## src/uer_pkg.sv

```systemverilog
package uer_pkg;

    // default width of the echo tick counter
    localparam int COUNT_BITS_DEF = 16;

    // configuration register indexes
    localparam int CFG_IDX_W = 3;
    localparam int CFG_DATA_W = 18;
    localparam logic [CFG_IDX_W-1:0] REG_TRIG_LOW  = 3'd0;
    localparam logic [CFG_IDX_W-1:0] REG_TRIG_HIGH = 3'd1;
    localparam logic [CFG_IDX_W-1:0] REG_HOLDOFF   = 3'd2;
    localparam logic [CFG_IDX_W-1:0] REG_MAX_CM    = 3'd3;
    localparam logic [CFG_IDX_W-1:0] REG_MAX_INCH  = 3'd4;

    // register reset values
    localparam logic [7:0]  TRIG_LOW_RST  = 8'd3;
    localparam logic [7:0]  TRIG_HIGH_RST = 8'd13;
    localparam logic [17:0] HOLDOFF_RST   = 18'd250000;
    localparam logic [9:0]  MAX_CM_RST    = 10'd400;
    localparam logic [8:0]  MAX_INCH_RST  = 9'd157;

    // conversion constants: every 10 ticks add 8 us, 58 us per cm, 148 us per inch
    localparam int TICKS_PER_STEP = 10;
    localparam int US_PER_STEP    = 8;
    localparam int US_PER_CM      = 58;
    localparam int US_PER_INCH    = 148;

    localparam int CM_W   = 10;
    localparam int INCH_W = 9;
    localparam int BCD_W  = 12;

    // control from the phase sequencer to the distance tracker
    typedef struct packed {
        logic start;
        logic step;
    } trk_ctl_t;

    // running distance values
    typedef struct packed {
        logic [CM_W-1:0]   cm;
        logic [INCH_W-1:0] inch;
        logic [BCD_W-1:0]  cm_bcd;
        logic [BCD_W-1:0]  inch_bcd;
    } dist_t;

endpackage

```

## src/ultrasonic_echo_ranger_unit.sv

```systemverilog
// Ultrasonic echo ranger: one input word per count-clock tick carries the sampled echo
// level, and each accepted word yields exactly one output word in the next cycle with
// the trigger level for that tick and, on the tick where the echo falls, the distance
// in cm and inches with their bcd digits (tuser high marks such a word). A word is
// taken every cycle; the only limit is the single output register, which is reloaded
// in the cycle it is read. The distances are not divided at the falling edge: small
// quotient and remainder counters advance with the echo tick count, so the result is
// ready the moment the echo ends. Configuration writes are meant for idle periods.
module ultrasonic_echo_ranger_unit #(
    parameter int COUNT_BITS = uer_pkg::COUNT_BITS_DEF
) (
    input  logic                             aclk,
    input  logic                             aresetn,
    // input word
    input  logic                             s_tvalid,
    output logic                             s_tready,
    input  logic [7:0]                       s_tdata,   // [0] echo_level
    // output word
    output logic                             m_tvalid,
    input  logic                             m_tready,
    // [0] trigger_level, [1] in_range, [11:2] range_cm, [20:12] distance_inch,
    // [32:21] cm_digits, [44:33] inch_digits
    output logic [47:0]                      m_tdata,
    output logic                             m_tuser,   // [0] result_valid
    // configuration writes
    input  logic                             cfg_wr_en,
    input  logic [uer_pkg::CFG_IDX_W-1:0]    cfg_index,
    input  logic [uer_pkg::CFG_DATA_W-1:0]   cfg_wdata
);

    typedef enum logic [3:0] {
        PH_TRIG_LOW  = 4'b0001,
        PH_TRIG_HIGH = 4'b0010,
        PH_MEASURE   = 4'b0100,
        PH_HOLDOFF   = 4'b1000
    } phase_t;

    localparam int TMR_W = 18;

    phase_t             phase_reg, phase_next;
    logic [TMR_W-1:0]   timer_reg, timer_next, timer_inc;
    logic               echo_prev_reg;
    logic [7:0]         trig_low_reg, trig_high_reg;
    logic [17:0]        holdoff_reg;
    logic [9:0]         max_cm_reg;
    logic [8:0]         max_inch_reg;
    logic               out_valid_reg;
    logic [47:0]        out_data_reg;
    logic               out_user_reg;

    logic               accept;
    logic               echo;
    logic               trig;
    logic               res_valid;
    logic               in_range;
    uer_pkg::trk_ctl_t  ctl, trk_ctl;
    uer_pkg::dist_t     meas;
    logic [47:0]        data_next;

    assign accept    = s_tvalid && s_tready;
    assign echo      = s_tdata[0];
    assign s_tready  = !out_valid_reg || m_tready;
    assign timer_inc = timer_reg + TMR_W'(1);
    assign in_range  = (meas.cm < max_cm_reg) && (meas.inch < max_inch_reg);

    // configuration registers
    always_ff @(posedge aclk) begin
        if (!aresetn) begin
            trig_low_reg  <= uer_pkg::TRIG_LOW_RST;
            trig_high_reg <= uer_pkg::TRIG_HIGH_RST;
            holdoff_reg   <= uer_pkg::HOLDOFF_RST;
            max_cm_reg    <= uer_pkg::MAX_CM_RST;
            max_inch_reg  <= uer_pkg::MAX_INCH_RST;
        end else if (cfg_wr_en) begin
            if (cfg_index == uer_pkg::REG_TRIG_LOW) begin
                trig_low_reg <= cfg_wdata[7:0];
            end
            if (cfg_index == uer_pkg::REG_TRIG_HIGH) begin
                trig_high_reg <= cfg_wdata[7:0];
            end
            if (cfg_index == uer_pkg::REG_HOLDOFF) begin
                holdoff_reg <= cfg_wdata[17:0];
            end
            if (cfg_index == uer_pkg::REG_MAX_CM) begin
                max_cm_reg <= cfg_wdata[9:0];
            end
            if (cfg_index == uer_pkg::REG_MAX_INCH) begin
                max_inch_reg <= cfg_wdata[8:0];
            end
        end
    end

    // phase sequencer
    always_comb begin
        phase_next = phase_reg;
        timer_next = timer_reg;
        trig       = 1'b0;
        res_valid  = 1'b0;
        ctl        = '0;
        unique case (phase_reg)
            PH_MEASURE: begin
                if (echo) begin
                    ctl.step = 1'b1;
                end else begin
                    res_valid  = 1'b1;
                    timer_next = '0;
                    if (in_range && (holdoff_reg != '0)) begin
                        phase_next = PH_HOLDOFF;
                    end else begin
                        phase_next = PH_TRIG_LOW;
                    end
                end
            end
            PH_HOLDOFF: begin
                timer_next = timer_inc;
                if (timer_inc >= holdoff_reg) begin
                    phase_next = PH_TRIG_LOW;
                    timer_next = '0;
                end
            end
            PH_TRIG_LOW, PH_TRIG_HIGH: begin
                if (echo) begin
                    timer_next = '0;
                    if (!echo_prev_reg) begin
                        phase_next = PH_MEASURE;
                        ctl.start  = 1'b1;
                    end else begin
                        phase_next = PH_TRIG_LOW;
                    end
                end else if (phase_reg == PH_TRIG_LOW) begin
                    timer_next = timer_inc;
                    if (timer_inc >= TMR_W'(trig_low_reg)) begin
                        phase_next = PH_TRIG_HIGH;
                        timer_next = '0;
                    end
                end else begin
                    trig       = 1'b1;
                    timer_next = timer_inc;
                    if (timer_inc >= TMR_W'(trig_high_reg)) begin
                        phase_next = PH_TRIG_LOW;
                        timer_next = '0;
                    end
                end
            end
            default: begin
                phase_next = PH_TRIG_LOW;
                timer_next = '0;
            end
        endcase
    end

    assign trk_ctl.start = ctl.start && accept;
    assign trk_ctl.step  = ctl.step && accept;

    uer_dist_tracker #(
        .COUNT_BITS(COUNT_BITS)
    ) u_tracker (
        .aclk    (aclk),
        .aresetn (aresetn),
        .ctl     (trk_ctl),
        .meas    (meas)
    );

    // output word packing, result fields zero unless the echo ended, bcd digits also zero out of range
    always_comb begin
        data_next     = '0;
        data_next[0]  = trig;
        if (res_valid) begin
            data_next[1]     = in_range;
            data_next[11:2]  = meas.cm;
            data_next[20:12] = meas.inch;
            if (in_range) begin
                data_next[32:21] = meas.cm_bcd;
                data_next[44:33] = meas.inch_bcd;
            end
        end
    end

    // state registers
    always_ff @(posedge aclk) begin
        if (!aresetn) begin
            phase_reg     <= PH_TRIG_LOW;
            timer_reg     <= '0;
            echo_prev_reg <= 1'b0;
        end else if (accept) begin
            phase_reg     <= phase_next;
            timer_reg     <= timer_next;
            echo_prev_reg <= echo;
        end
    end

    // output register
    always_ff @(posedge aclk) begin
        if (!aresetn) begin
            out_valid_reg <= 1'b0;
        end else if (accept) begin
            out_valid_reg <= 1'b1;
        end else if (m_tready) begin
            out_valid_reg <= 1'b0;
        end
    end

    always_ff @(posedge aclk) begin
        if (accept) begin
            out_data_reg <= data_next;
            out_user_reg <= res_valid;
        end
    end

    assign m_tvalid = out_valid_reg;
    assign m_tdata  = out_data_reg;
    assign m_tuser  = out_user_reg;

endmodule

```

## src/uer_dist_tracker.sv

```systemverilog
module uer_dist_tracker #(
    parameter int COUNT_BITS = uer_pkg::COUNT_BITS_DEF
) (
    input  logic              aclk,
    input  logic              aresetn,
    input  uer_pkg::trk_ctl_t ctl,
    output uer_pkg::dist_t    meas
);

    localparam int R10_W  = $clog2(uer_pkg::TICKS_PER_STEP);
    localparam int RCM_W  = $clog2(uer_pkg::US_PER_CM);
    localparam int RIN_W  = $clog2(uer_pkg::US_PER_INCH);
    localparam int CM_W   = uer_pkg::CM_W;
    localparam int INCH_W = uer_pkg::INCH_W;
    localparam int BCD_W  = uer_pkg::BCD_W;

    logic [COUNT_BITS-1:0] count_reg, count_next;
    logic [R10_W-1:0]      r10_reg, r10_next;
    logic [RCM_W-1:0]      rcm_reg, rcm_next;
    logic [RIN_W-1:0]      rin_reg, rin_next;
    logic [CM_W-1:0]       cm_reg, cm_next;
    logic [INCH_W-1:0]     inch_reg, inch_next;
    logic [BCD_W-1:0]      cm_bcd_reg, cm_bcd_next;
    logic [BCD_W-1:0]      inch_bcd_reg, inch_bcd_next;
    logic [RCM_W:0]        rcm_sum;
    logic [RIN_W:0]        rin_sum;

    // three-digit bcd increment, holding at 999
    function automatic logic [11:0] bcd3_inc(input logic [11:0] v);
        logic [11:0] r;
        r = v;
        if (v != 12'h999) begin
            if (v[3:0] != 4'd9) begin
                r[3:0] = v[3:0] + 4'd1;
            end else begin
                r[3:0] = 4'd0;
                if (v[7:4] != 4'd9) begin
                    r[7:4] = v[7:4] + 4'd1;
                end else begin
                    r[7:4] = 4'd0;
                    r[11:8] = v[11:8] + 4'd1;
                end
            end
        end
        return r;
    endfunction

    assign rcm_sum = {1'b0, rcm_reg} + (RCM_W+1)'(uer_pkg::US_PER_STEP);
    assign rin_sum = {1'b0, rin_reg} + (RIN_W+1)'(uer_pkg::US_PER_STEP);

    // quotients follow the tick count one step at a time, saturating at field width
    always_comb begin
        count_next    = count_reg;
        r10_next      = r10_reg;
        rcm_next      = rcm_reg;
        rin_next      = rin_reg;
        cm_next       = cm_reg;
        inch_next     = inch_reg;
        cm_bcd_next   = cm_bcd_reg;
        inch_bcd_next = inch_bcd_reg;
        if (ctl.start) begin
            count_next    = COUNT_BITS'(1);
            r10_next      = R10_W'(1);
            rcm_next      = '0;
            rin_next      = '0;
            cm_next       = '0;
            inch_next     = '0;
            cm_bcd_next   = '0;
            inch_bcd_next = '0;
        end else if (ctl.step && (count_reg != {COUNT_BITS{1'b1}})) begin
            count_next = count_reg + COUNT_BITS'(1);
            if (r10_reg == R10_W'(uer_pkg::TICKS_PER_STEP - 1)) begin
                r10_next = '0;
                // centimetre quotient
                if (rcm_sum >= (RCM_W+1)'(uer_pkg::US_PER_CM)) begin
                    rcm_next = RCM_W'(rcm_sum - (RCM_W+1)'(uer_pkg::US_PER_CM));
                    if (cm_reg != {CM_W{1'b1}}) begin
                        cm_next     = cm_reg + CM_W'(1);
                        cm_bcd_next = bcd3_inc(cm_bcd_reg);
                    end
                end else begin
                    rcm_next = RCM_W'(rcm_sum);
                end
                // inch quotient
                if (rin_sum >= (RIN_W+1)'(uer_pkg::US_PER_INCH)) begin
                    rin_next = RIN_W'(rin_sum - (RIN_W+1)'(uer_pkg::US_PER_INCH));
                    if (inch_reg != {INCH_W{1'b1}}) begin
                        inch_next     = inch_reg + INCH_W'(1);
                        inch_bcd_next = bcd3_inc(inch_bcd_reg);
                    end
                end else begin
                    rin_next = RIN_W'(rin_sum);
                end
            end else begin
                r10_next = r10_reg + R10_W'(1);
            end
        end
    end

    always_ff @(posedge aclk) begin
        if (!aresetn) begin
            count_reg    <= '0;
            r10_reg      <= '0;
            rcm_reg      <= '0;
            rin_reg      <= '0;
            cm_reg       <= '0;
            inch_reg     <= '0;
            cm_bcd_reg   <= '0;
            inch_bcd_reg <= '0;
        end else begin
            count_reg    <= count_next;
            r10_reg      <= r10_next;
            rcm_reg      <= rcm_next;
            rin_reg      <= rin_next;
            cm_reg       <= cm_next;
            inch_reg     <= inch_next;
            cm_bcd_reg   <= cm_bcd_next;
            inch_bcd_reg <= inch_bcd_next;
        end
    end

    assign meas.cm       = cm_reg;
    assign meas.inch     = inch_reg;
    assign meas.cm_bcd   = cm_bcd_reg;
    assign meas.inch_bcd = inch_bcd_reg;

endmodule
```

## config.mk

```make
export PLATFORM = sky130hd
export DESIGN_NAME = ultrasonic_echo_ranger_unit
export DESIGN_NICKNAME = d
export VERILOG_FILES = /design/src/uer_pkg.sv /design/src/ultrasonic_echo_ranger_unit.sv /design/src/uer_dist_tracker.sv
export SDC_FILE = /design/constraint.sdc
export NUM_CORES = 1
export LEC_CHECK = 0
export BUFFER_PORTS_ARGS = -buffer_cell sky130_fd_sc_hd__buf_4
export CAP_MARGIN = 40
export CELL_PAD_IN_SITES_DETAIL_PLACEMENT = 1
export CELL_PAD_IN_SITES_GLOBAL_PLACEMENT = 1
export CORE_MARGIN = 2
export CORE_UTILIZATION = 50
export CTS_CLUSTER_SIZE = 28
export DETAILED_ROUTE_END_ITERATION = 12
export GPL_ROUTABILITY_DRIVEN = 0
export PLACE_DENSITY = 0.9
export SYNTH_ARGS = -nofsm -noshare
export SYNTH_HDL_FRONTEND = slang
export SYNTH_SLANG_ARGS = --single-unit
```

## constraint.sdc

```tcl
create_clock -name aclk -period 10 [get_ports aclk]
set_input_delay 2 -clock aclk [delete_from_list [all_inputs] [get_ports aclk]]
set_output_delay 2 -clock aclk [all_outputs]
set_load 0.01 [all_outputs]
```

Word level (Yosys, flattened, before mapping)
Index checks and enable logic that the tools add are counted.
{"block": "totals", "reg_bits": 200, "input_bits": 34, "word_cells": 146}
{"block": "classes", "addsub": 15, "n_lt_le_gt_ge": 7, "n_eq_ne": 22, "mux": 37, "n_bitwise": 6, "n_reduce_logical": 32}
{"op": "$mux 18", "count": 6}
{"op": "$pmux 18 s3", "count": 1}
{"op": "$mux 4", "count": 12}
{"op": "$ge 18x8->1", "count": 2}
{"op": "$add 4x1->4 const B", "count": 7}
{"op": "$ne 12x12->1 const B", "count": 2}
{"op": "$ne 4x4->1 const B", "count": 6}
{"op": "$add 18x1->18 const B", "count": 1}
{"op": "$ge 18x18->1", "count": 1}
{"op": "$reduce_bool 18->1", "count": 1}
{"op": "$add 16x1->16 const B", "count": 1}
{"op": "$ne 16x16->1 const B", "count": 1}
{"op": "$reduce_and 2->1", "count": 8}
{"op": "$reduce_and 5->1", "count": 3}
{"op": "$mux 1", "count": 14}
{"op": "$reduce_and 7->1", "count": 2}
{"op": "$pmux 4 s3", "count": 1}
{"op": "$reduce_and 6->1", "count": 2}
{"op": "$add 10x1->10 const B", "count": 1}
{"op": "$lt 10x10->1", "count": 1}
{"op": "$ne 10x10->1 const B", "count": 1}
{"op": "$add 8x4->9 const B", "count": 1}
{"op": "$add 9x1->9 const B", "count": 1}
{"op": "$ge 9x8->1 const B", "count": 1}
{"op": "other kinds (25)", "count": 42}

Logic depth before layout (Yosys ltp)
{"block": "logic_depth", "word_depth": 7, "ltp_mapped": 15, "mapped_depth_nobuf": 13}

Hierarchy
Synthesis repeated with hierarchy kept, for this count alone.
{"block": "hier_totals", "hier_cells": 1137, "hier_area_um2": 10309.9}
{"module": "ultrasonic_echo_ranger_unit", "n_inst": 1, "cells_each": 673, "area_per_inst_um2": 6447.4, "seq_area_each_um2": 2922.8}
{"module": "uer_dist_tracker", "n_inst": 1, "cells_each": 464, "area_per_inst_um2": 3862.5, "seq_area_each_um2": 1481.4}

Worst setup path after synthesis
No wires, ideal clock.
{"block": "synth_timing", "path_kind": "input to register", "startpoint": "input m_tready", "endpoint": "register u_tracker.rcm_reg[3]", "setup_time_ns": 0.132, "arrival_time_ns": 4.274, "required_time_ns": 9.868, "path_slack_ns": 5.594, "stages": 7, "n_path_buf": 1, "cell_sequence": "nand2b_1 > nand2_1 > inv_1 > nand3_1 > nand2_1 > clkbuf_1 > nor3_1"}
{"block": "synth_between", "elab_chain_cells": 5, "word_cells_on_any_way": 7, "cone_classes": "7 x reduce/logical"}
{"element": "from (decl)", "line_no": "ultrasonic_echo_ranger_unit.sv:20", "rtl": "input logic m_tready,"}
{"element": "$logic_or 1x1->1 *", "line_no": "ultrasonic_echo_ranger_unit.sv:62", "rtl": "assign s_tready = !out_valid_reg || m_tready;"}
{"element": "$logic_and 1x1->1 *", "line_no": "ultrasonic_echo_ranger_unit.sv:60", "rtl": "assign accept = s_tvalid && s_tready;"}
{"element": "named net accept", "line_no": "ultrasonic_echo_ranger_unit.sv:51", "rtl": "logic accept;"}
{"element": "$logic_and 1x1->1", "line_no": "ultrasonic_echo_ranger_unit.sv:153", "rtl": "assign trk_ctl.step = ctl.step && accept;"}
{"element": "$logic_and 1x1->1", "line_no": "uer_dist_tracker.sv:70", "rtl": "end else if (ctl.step && (count_reg != {COUNT_BITS{1'b1}})) begin"}
{"element": "$reduce_and 2->1 (no source line)"}
{"element": "to (signal assigned)", "line_no": "uer_dist_tracker.sv:113", "rtl": "rcm_reg <= rcm_next;"}
{"element": "to (decl)", "line_no": "uer_dist_tracker.sv:19", "rtl": "logic [RCM_W-1:0] rcm_reg, rcm_next;"}
Mark *: on every way through the listed nets, which the timed path passes. The rest lies on a longest branch.
A chain may end at the register's enable or synchronous reset.

Worst setup path after layout
{"block": "layout_timing", "startpoint": "input m_tready", "endpoint": "output s_tready"}
{"block": "layout_between", "elab_chain_cells": 1}
{"element": "$logic_or 1x1->1", "line_no": "ultrasonic_echo_ranger_unit.sv:62"}
{"element": "to (decl)", "line_no": "ultrasonic_echo_ranger_unit.sv:16", "rtl": "output logic s_tready,"}
No other way between the ends.

==> impl_metrics.ini <==
[outcome]
outcome = finished clean

[grt]
antenna_found_initial = 1
overflow = 0
grtUsageMet3_pct = 5.19
grt_use_met2_pct = 48.3
grt_pass1_vias = 9125
grt_use_met1_pct = 36.2
grt_pass1_wl_mm = 48.5
grt.total_usage_pct = 28.3
grt_start_max_net_pins = 73
busiest_layer = met2

[clock_tree]
cts_buffers = 17
path_clk_slew_ns = 0.07
holdBufCountCts = 0
cts-root-buf = clkbuf_16
cts_sinks = 197
cts_buffer_depth = 2
h-tree-depth = 4
cts-resized-gates = 0
cts_tree = yes
clock_latency_ns = 0.45
post-cts-setup-buffers = 0

[logic_synthesis]
yosysSeqAreaShare_pct = 43.3
synth_seq_cells = 197
synth_cells = 1135
synth-async-reset-ratio_pct = 0
ys_types = 69
syn_avg_cell_area_sq_um = 8.97
synth_area_sq_um = 10200
yosysWarnings = 0
synth_edf_count = 46
synth-main-ff-cell = dfxtp_1

[sta]
setup_violations = 0
fmax_mhz = 216
finalCritPeriodShare_pct = 46.3
drv_slew = 0
tns_ns = 0
hold_slack_ns = 0.455
skew_ns = 0.0136
hold_viol = 0
fin_crit_ns = 4.63
rsz0062_at_grt = no
worst_pin_slew_ns = 0.893
slew_headroom_pct = 40.5

[place]
place_inst = 1439
portBuffers = 74
dpl.hpwl_mm = 19.9

[worst_setup_path]
critPathKind = in -> out
crit_slowest_cell = nand2b_1
crit_arrival_ns = 2.63
end_kind = output port
cp_data_required_time_ns = 8.00
start_kind = input port
slowest_delay_ns = 0.28
crit_fanout = 5
worstPathCellList = buf_4 -> nand2b_1 -> buf_4
path_common_cell = buf_4
critPathBufInv = 2
crit_family = buffers and inverters

[route]
wire_per_inst_um = 20.3
ant_nets = 0
num_vias = 8716
wl_mm = 30.0
drcViolationCount = 0
drt_iter0_drc = 603
post_drt_via_cell_ratio = 5.92
drtPass1Iterations = 5

[floorplan]
die_area_sq_um = 21500
die_w_um = 147
die_y_um = 147
io_pins = 85
core_area_sq_um = 20100
start_util_pct = 50.6
num_rows = 52

[job]
drv_cap = 0

[pwr]
ir_drop_v = 0.000113
power.leakage_nw = 4.60
power_mw = 1.72
power.density_nw_per_um2 = 149

[cells_and_area]
largest_reg_flops = 45
layout_common_cells = nand2_1, dfxtp_1, a21oi_1
layout_commonest_cell = nand2_1
fillers = 2310
fin_nets = 1292
area_growth_pct = 13.3
final_cells = 1473
drive_gt1_share_pct = 11.1

[hold_path]
hold_class = reg -> reg
==> tightest hold or removal path, delay by kind of cell, from the launching register on <==
kind | cells | cell delay, ns
compound gates | 1 | 0.05
flops | 1 | 0.31
simple gates | 1 | 0.05
==> layout make-up <==
type | instances | area (sq um) | area share (%)
Timing Repair Buffer | 82 | 629 | 5.46
Sequential cell | 197 | 4400 | 38.2
Inverter | 72 | 270 | 2.34
Antenna cell | 1 | 2.50 | 0.0217
Clock buffer | 17 | 425 | 3.69
Clock inverter | 15 | 169 | 1.46
Tap cell | 270 | 338 | 2.93
Multi-Input combinational cell | 819 | 5300 | 45.9
==> report_power, final <==
part / switching (mW) / internal (mW)
Sequential: 0.0164 / 0.833
Clock: 0.341 / 0.376
Combinational: 0.0965 / 0.0574
==> metrics by stage <==
step	area, sq um	setup slack (ns)	util (%)
after detailed placement	10900	5.35	54.4
final	11500	5.37	57.4
after floorplan	10200	5.59	-
after CTS	11500	5.38	57.3
after global routing	11500	5.35	57.4
after global placement	10900	5.25	54.2
==> cells by family (layout without fill, tap and decap cells) <==
kind of cell               count (synthesis)  after routing  synth area share (%)
AOI/OAI and AO/OA                        188            188                  12.0
other                                      1              4                0.0368
buffers and inverters                    121            186                  4.82
DFF                                      197            197                  43.3
muxes                                     11             11                  1.09
xor gates and xnor gates                  68             68                  5.85
and+or+nand+nor                          480            480                  24.4
adders and majority gates                 69             69                  8.48
==> synth_stat cells (3+ instances only) <==
cell type,number,area [sq um]
nand2_1,155,582
a311oi_1,5,43.8
nor2b_1,12,75.1
o2111ai_1,3,26.3
and3_1,30,188
buf_4,6,45.0
nand2b_1,13,81.3
nor4_1,8,50.1
edfxtp_1,46,1380
and3b_1,3,26.3
a31oi_1,5,31.3
o211ai_1,20,150
nor2_1,79,297
xor2_1,35,307
ha_1,69,863
and2_1,31,194
mux2i_1,10,100
a211oi_1,3,22.5
nor3b_1,5,37.5
a32o_1,14,140
nor3_1,23,115
clkbuf_1,37,139
nand3b_1,5,37.5
or3_1,14,87.6
a21oi_1,80,400
buf_2,5,25.0
or2_2,4,25.0
xnor2_1,33,289
nand3_1,43,215
o211a_1,3,30.0
a211o_1,3,26.3
a21boi_0,4,30.0
inv_1,71,267
nand4_1,31,194
o21ai_0,26,130
nor4bb_1,3,30.0
dfxtp_1,151,3020
and4_1,5,43.8
a21o_1,7,52.6
==> final timing paths <==
kind / slack, ns / start / to / depth (start not counted)
min: 0.45 / max_inch_reg[5]$_SDFFE_PN0P_ / max_inch_reg[5]$_SDFFE_PN0P_ / 2
max: 5.37 / m_tready / s_tready / 3
min reg2reg: 0.45 / max_inch_reg[5]$_SDFFE_PN0P_ / max_inch_reg[5]$_SDFFE_PN0P_ / 2
max reg2reg: 5.65 / timer_reg[0]$_SDFFE_PN0P_ / timer_reg[1]$_SDFFE_PN0P_ / 12
==> metal layers <==
metal | wire [um] | vias to the layer above
met5 | 0 | -
met4 | 879 | 0
met3 | 1410 | 68
met2 | 14600 | 241
met1 | 13100 | 4326
li1 | - | 4081
No activity file was read; power rests on OpenSTA's default activity.
